### config.mk
export PLATFORM = sky130hd
export DESIGN_NAME = hex_range_parser
export DESIGN_NICKNAME = d
export VERILOG_FILES = /design/src/rtl/core/hrp_pkg.sv /design/src/rtl/core/hex_range_parser.sv
export SDC_FILE = /design/constraint.sdc
export NUM_CORES = 1
export LEC_CHECK = 0
export BUFFER_PORTS_ARGS = -buffer_cell sky130_fd_sc_hd__clkbuf_2
export CELL_PAD_IN_SITES_DETAIL_PLACEMENT = 1
export CELL_PAD_IN_SITES_GLOBAL_PLACEMENT = 1
export CORE_AREA = 4 4 157 159
export DETAILED_ROUTE_END_ITERATION = 10
export DIE_AREA = 0 0 161 163
export PLACE_DENSITY_LB_ADDON = 0.1
export SLEW_MARGIN = 40
export SYNTH_ARGS = -nofsm -noshare
export SYNTH_HDL_FRONTEND = slang
export SYNTH_SLANG_ARGS = --single-unit
export TNS_END_PERCENT = 50
### constraint.sdc
create_clock -name i_clk -period 10.2 [get_ports i_clk]
set_input_delay 2.55 -clock i_clk [delete_from_list [all_inputs] [get_ports i_clk]]
set_output_delay 2.55 -clock i_clk [all_outputs]
set_load 0.05 [all_outputs]
### src/rtl/core/hrp_pkg.sv
// Shared constants, phase codes and digit decoding for the hex range parser.
package hrp_pkg;

    localparam int unsigned BOUND_W = 64;
    localparam int unsigned CHAR_W  = 8;
    localparam int unsigned PHASE_W = 4;

    typedef logic [BOUND_W-1:0] t_bound;
    typedef logic [CHAR_W-1:0]  t_char;
    typedef logic [PHASE_W-1:0] t_phase;

    // Decoded hex digit: valid flag and nibble value
    typedef struct packed {
        logic       valid;
        logic [3:0] value;
    } t_digit;

    // Parse phases
    localparam t_phase PH_L_START = 4'd0;
    localparam t_phase PH_L_ZERO  = 4'd1;
    localparam t_phase PH_L_X     = 4'd2;
    localparam t_phase PH_L_DIG   = 4'd3;
    localparam t_phase PH_H_START = 4'd4;
    localparam t_phase PH_H_ZERO  = 4'd5;
    localparam t_phase PH_H_X     = 4'd6;
    localparam t_phase PH_H_DIG   = 4'd7;
    localparam t_phase PH_DONE    = 4'd8;
    localparam t_phase PH_FAIL    = 4'd9;

    // Characters of interest
    localparam t_char CHAR_NUL   = 8'h00;
    localparam t_char CHAR_ZERO  = 8'h30;
    localparam t_char CHAR_DASH  = 8'h2D;
    localparam t_char CHAR_LOW_X = 8'h78;
    localparam t_char CHAR_UP_X  = 8'h58;
    localparam t_char CHAR_LOW_A = 8'h61;
    localparam t_char CHAR_UP_A  = 8'h41;

    function automatic t_digit hex_decode(input t_char c);
        t_digit d;
        t_char  diff;
        d.valid = 1'b0;
        d.value = 4'd0;
        if (c inside {[8'h30:8'h39]}) begin
            diff    = c - CHAR_ZERO;
            d.valid = 1'b1;
            d.value = diff[3:0];
        end else if (c inside {[8'h61:8'h66]}) begin
            diff    = c - CHAR_LOW_A + 8'd10;
            d.valid = 1'b1;
            d.value = diff[3:0];
        end else if (c inside {[8'h41:8'h46]}) begin
            diff    = c - CHAR_UP_A + 8'd10;
            d.valid = 1'b1;
            d.value = diff[3:0];
        end
        return d;
    endfunction

endpackage

### src/rtl/core/hex_range_parser.sv
// Streaming parser for "LOW-HIGH" hex ranges, one character word per cycle.
// Usage: send one byte per input word; a zero byte ends the string and yields
// one result word (range_ok, low_bound, high_bound) in the cycle after it is
// accepted, after which the parser is back in its start state. Nonzero bytes
// yield nothing. The phase register and the two 64-bit accumulators update in
// the accept cycle (a 4-bit shift plus digit insert), and the result lands in
// an output register. Input is taken every cycle unless a held result is
// stalled by the consumer; bounds read 0 when the parse fails. No setup time
// after reset.
module hex_range_parser (
    input  logic                 i_clk,
    input  logic                 i_rst_n,
    input  logic                 i_in_valid,
    output logic                 o_in_ready,
    input  hrp_pkg::t_char       i_char_in,
    output logic                 o_out_valid,
    input  logic                 i_out_ready,
    output logic                 o_range_ok,
    output hrp_pkg::t_bound      o_low_bound,
    output hrp_pkg::t_bound      o_high_bound
);
    import hrp_pkg::*;

    t_phase r_phase, n_phase;
    t_bound r_low, n_low;
    t_bound r_high, n_high;
    logic   r_out_valid;
    logic   r_ok;
    t_bound r_out_low, r_out_high;

    t_digit w_dig;
    logic   w_is_x;
    logic   w_accept;
    logic   w_end;
    logic   w_ok;
    t_bound w_low_shift, w_high_shift, w_dig_ext;

    // Handshake: the output register frees up when drained or being taken
    assign o_in_ready = i_rst_n && (!r_out_valid || i_out_ready);
    assign w_accept   = i_in_valid && o_in_ready;
    assign w_end      = (i_char_in == CHAR_NUL);

    // Character decode
    assign w_dig        = hex_decode(i_char_in);
    assign w_is_x       = (i_char_in == CHAR_LOW_X) || (i_char_in == CHAR_UP_X);
    assign w_dig_ext    = {{(BOUND_W-4){1'b0}}, w_dig.value};
    assign w_low_shift  = {r_low[BOUND_W-5:0], w_dig.value};
    assign w_high_shift = {r_high[BOUND_W-5:0], w_dig.value};

    assign w_ok = (r_phase == PH_H_ZERO) || (r_phase == PH_H_X) ||
                  (r_phase == PH_H_DIG) || (r_phase == PH_DONE);

    // Next-state logic of the parser
    always_comb begin
        n_phase = r_phase;
        n_low   = r_low;
        n_high  = r_high;
        if (w_end) begin
            n_phase = PH_L_START;
            n_low   = '0;
            n_high  = '0;
        end else begin
            case (r_phase)
                PH_L_START: begin
                    if (w_dig.valid) begin
                        n_low   = w_dig_ext;
                        n_phase = (i_char_in == CHAR_ZERO) ? PH_L_ZERO : PH_L_DIG;
                    end else begin
                        n_phase = PH_FAIL;
                    end
                end
                PH_L_ZERO: begin
                    if (w_is_x) begin
                        n_phase = PH_L_X;
                    end else if (w_dig.valid) begin
                        n_low   = w_low_shift;
                        n_phase = PH_L_DIG;
                    end else if (i_char_in == CHAR_DASH) begin
                        n_phase = PH_H_START;
                    end else begin
                        n_phase = PH_FAIL;
                    end
                end
                PH_L_X: begin
                    if (w_dig.valid) begin
                        n_low   = w_dig_ext;
                        n_phase = PH_L_DIG;
                    end else begin
                        n_phase = PH_FAIL;
                    end
                end
                PH_L_DIG: begin
                    if (w_dig.valid) begin
                        n_low = w_low_shift;
                    end else if (i_char_in == CHAR_DASH) begin
                        n_phase = PH_H_START;
                    end else begin
                        n_phase = PH_FAIL;
                    end
                end
                PH_H_START: begin
                    if (w_dig.valid) begin
                        n_high  = w_dig_ext;
                        n_phase = (i_char_in == CHAR_ZERO) ? PH_H_ZERO : PH_H_DIG;
                    end else begin
                        n_phase = PH_FAIL;
                    end
                end
                PH_H_ZERO: begin
                    if (w_is_x) begin
                        n_phase = PH_H_X;
                    end else if (w_dig.valid) begin
                        n_high  = w_high_shift;
                        n_phase = PH_H_DIG;
                    end else begin
                        n_phase = PH_DONE;
                    end
                end
                PH_H_X: begin
                    if (w_dig.valid) begin
                        n_high  = w_dig_ext;
                        n_phase = PH_H_DIG;
                    end else begin
                        n_phase = PH_DONE;
                    end
                end
                PH_H_DIG: begin
                    if (w_dig.valid) begin
                        n_high = w_high_shift;
                    end else begin
                        n_phase = PH_DONE;
                    end
                end
                PH_DONE: begin
                    n_phase = PH_DONE;
                end
                default: begin
                    n_phase = PH_FAIL;
                end
            endcase
        end
    end

    // Parser state
    always_ff @(posedge i_clk) begin
        if (!i_rst_n) begin
            r_phase <= PH_L_START;
            r_low   <= '0;
            r_high  <= '0;
        end else if (w_accept) begin
            r_phase <= n_phase;
            r_low   <= n_low;
            r_high  <= n_high;
        end
    end

    // Result register
    always_ff @(posedge i_clk) begin
        if (!i_rst_n) begin
            r_out_valid <= 1'b0;
        end else if (w_accept && w_end) begin
            r_out_valid <= 1'b1;
        end else if (i_out_ready) begin
            r_out_valid <= 1'b0;
        end
    end

    always_ff @(posedge i_clk) begin
        if (w_accept && w_end) begin
            r_ok       <= w_ok;
            r_out_low  <= w_ok ? r_low  : '0;
            r_out_high <= w_ok ? r_high : '0;
        end
    end

    assign o_out_valid  = r_out_valid;
    assign o_range_ok   = r_ok;
    assign o_low_bound  = r_out_low;
    assign o_high_bound = r_out_high;

endmodule

==> reports/results.ini <==
[status]
status=finished clean

[layout]
nFillCells=2516
area_delta_synth_final_pct=16.44
antenna_cells=0
fin_nets=1040
drive_above_1_share_pct=19.81
utilization_pct=52.61
fin_area_um2=12240

[timing]
fin_crit_ns=5.984
worst_slack_ns=4.216
relSlewSlack_pct=46.97
finalCritPeriodShare_pct=58.67
finClkSkew_ns=0.009560
finalHoldViolCount=0
drv_slew=0
fmax_mhz=167.1
grt_setup_unrepaired=false
finalSetupViolations=0
worst_pin_slew_ns=0.7954
final.setup.tns_ns=0

[detailed_routing]
vias_per_cell=4.894
drt_iter0_drc=311
drt_pass1_iterations=5
vias=6675
wl_per_cell_um=16.54
remaining_drc_errors=0
postRouteAntennaNets=0
postRouteWirelength_um=22550

[clocking]
cts_tree=built
clk_latency_ns=0.52
ctsHoldBuffers=0
cts_root_buf=clkbuf_16
post_cts.repair.setup_buffers=0
htreeDepth=1
cts_sinks=262
cts_buffer_depth=3
clk_pin_slew_worst_paths_ns=0.06
cts_buffers=27
cts-resized-gates=0

[global_route]
antenna_found_initial=0
overflow=0
grtUsageTotal_pct=16.85
grt_pass1_wl_um=36470
grt_max_degree=105
grt_pass1_vias=6893

[logic_synthesis]
synthArstFlopShare_pct=0
synth_fp_nets=917
synthCells=902
yosys_warnings=0
yosysTopAreaCell=edfxtp_1
synth_cell_types=45
yosys.area.top_type_share_pct=36.85
synth_edf_count=129
ys_seq_area_share_pct=62.18
synth_flop_cell=dfxtp_1
ys_seq_elements=262
synth_area_um2=10510
ys_top_cells_by_area=edfxtp_1, dfxtp_1, mux2i_1
yosys-top-cells-count=nand2_1, dfxtp_1, and2_1
avgSynthCellArea_um2=11.65
synth_most_common_cell=nand2_1

[worst_setup_path]
crit_chain=buf_4 > and2_1 > clkbuf_2
cp-start-kind=input pin
crit_required_ns=7.65
arrival_ns=3.43
crit_slowest_cell=buf_4
critical-path-max-stage-delay_ns=0.38
crit_type=in2out
cp_max_fo=43
cp-end-kind=primary output

[power]
p_total_mw=2.089
swShare_pct=20.77
seqPwrFrac_pct=52.5
ir_drop_mv=0.1138
p_comb_share_pct=2.6
p_int_mw=1.655
pwr-share-clk_pct=44.9
power.leakage_nw=5.425
p_switching_uw=434.0
power_density_nw_per_um2=170.7

[floorplan]
initial_core_util_pct=45.19
io_pins=143
fp.dieW_um=161
dieArea_um2=26240
dieHeight_um=163
core_area_um2=23260
rows=56

[place]
gp_congestion=0.8094
post-place-ws_ns=4.194
dpl_cell_area_um2=11390
place_hpwl_um=13850
port_buffers=142

[hold_path]
hold_path.class=reg2reg

[flow_run]
drv_cap=0

## per-layer routing
metal,global-route usage [%],share of wire [%],wire (um)
met3,3.670,4.7,1056
met4,3.800,2.2,489
met5,0,0,0
met1,22.33,45,10260
met2,28.63,48,10750
## critical path, delay by kind of cell
family / cells / cell delay [ns]
buffers and inverters: 2 / 0.66
and+or+nand+nor: 1 / 0.22
## path summary, 6_finish.rpt
check	endpoint	slack [ns]	depth (start not counted)	from
worst max-delay path	o_in_ready	4.22	3	i_rst_n
worst min register to register	r_high[63]	0.46	2	r_high[63]
worst max register to register	o_high_bound[4]	7.85	4	r_phase[2]
worst min-delay path	r_high[63]	0.46	2	r_high[63]
## state kept, by name (all words and copies together) (netlist names)
signal / flops
o_high_bound: 64
o_low_bound: 64
r_high: 64
r_low: 64
r_phase: 4
o_range_ok: 1
o_out_valid: 1
## power by group through the flow
stage	Clock [mW]	Sequential (mW)	Combinational [mW]
floorplan	0	1.12	0.0394
global placement	0	1.12	0.0553
detailed placement	0	1.12	0.0554
CTS	0.967	1.10	0.0556
global route	1.01	1.10	0.0606
finish	0.939	1.10	0.0540
## area by class of cell
class | count | area (um2) | share of cell area (%)
sequential | 262 | 6536 | 53.40
multi-input combinational | 577 | 3607 | 29.47
timing repair buffer | 152 | 839.6 | 6.860
clock buffer | 43 | 785.8 | 6.420
tap | 319 | 399.1 | 3.261
clock inverter | 6 | 52.55 | 0.4294
inverter | 5 | 18.77 | 0.1533
## kinds of logic (layout without fill, tap and decap cells)
logic type      after synthesis  after routing  synth area share, %
compound gates               31             31                2.190
mux                         129            129                12.30
simple gates                414            414                19.08
fa+ha+maj                     3              3               0.3571
flops                       262            262                62.18
buf+inv                      63            206                3.892
## layout by cell type (no fill, tap or decap), types with 6 or more instances in the layout
master     Yosys  routed
a21oi_1        6       6
and2_1       130     130
clkbuf_1      31      11
clkbuf_16      0      27
clkbuf_2       0     141
dfxtp_1      133     133
edfxtp_1     129     129
mux2i_1      128     128
nand2_1      254     254
## metrics by stage
stage | hold WS (ns) | std cells
final | 0.4550 | 1364
after detailed placement | 0.4483 | 1314
after global placement | 0.4440 | 1313
after global routing | 0.4888 | 1364
after floorplan | 0.4334 | 902
after CTS | 0.4565 | 1363
Power figures use the tool's default switching activity.
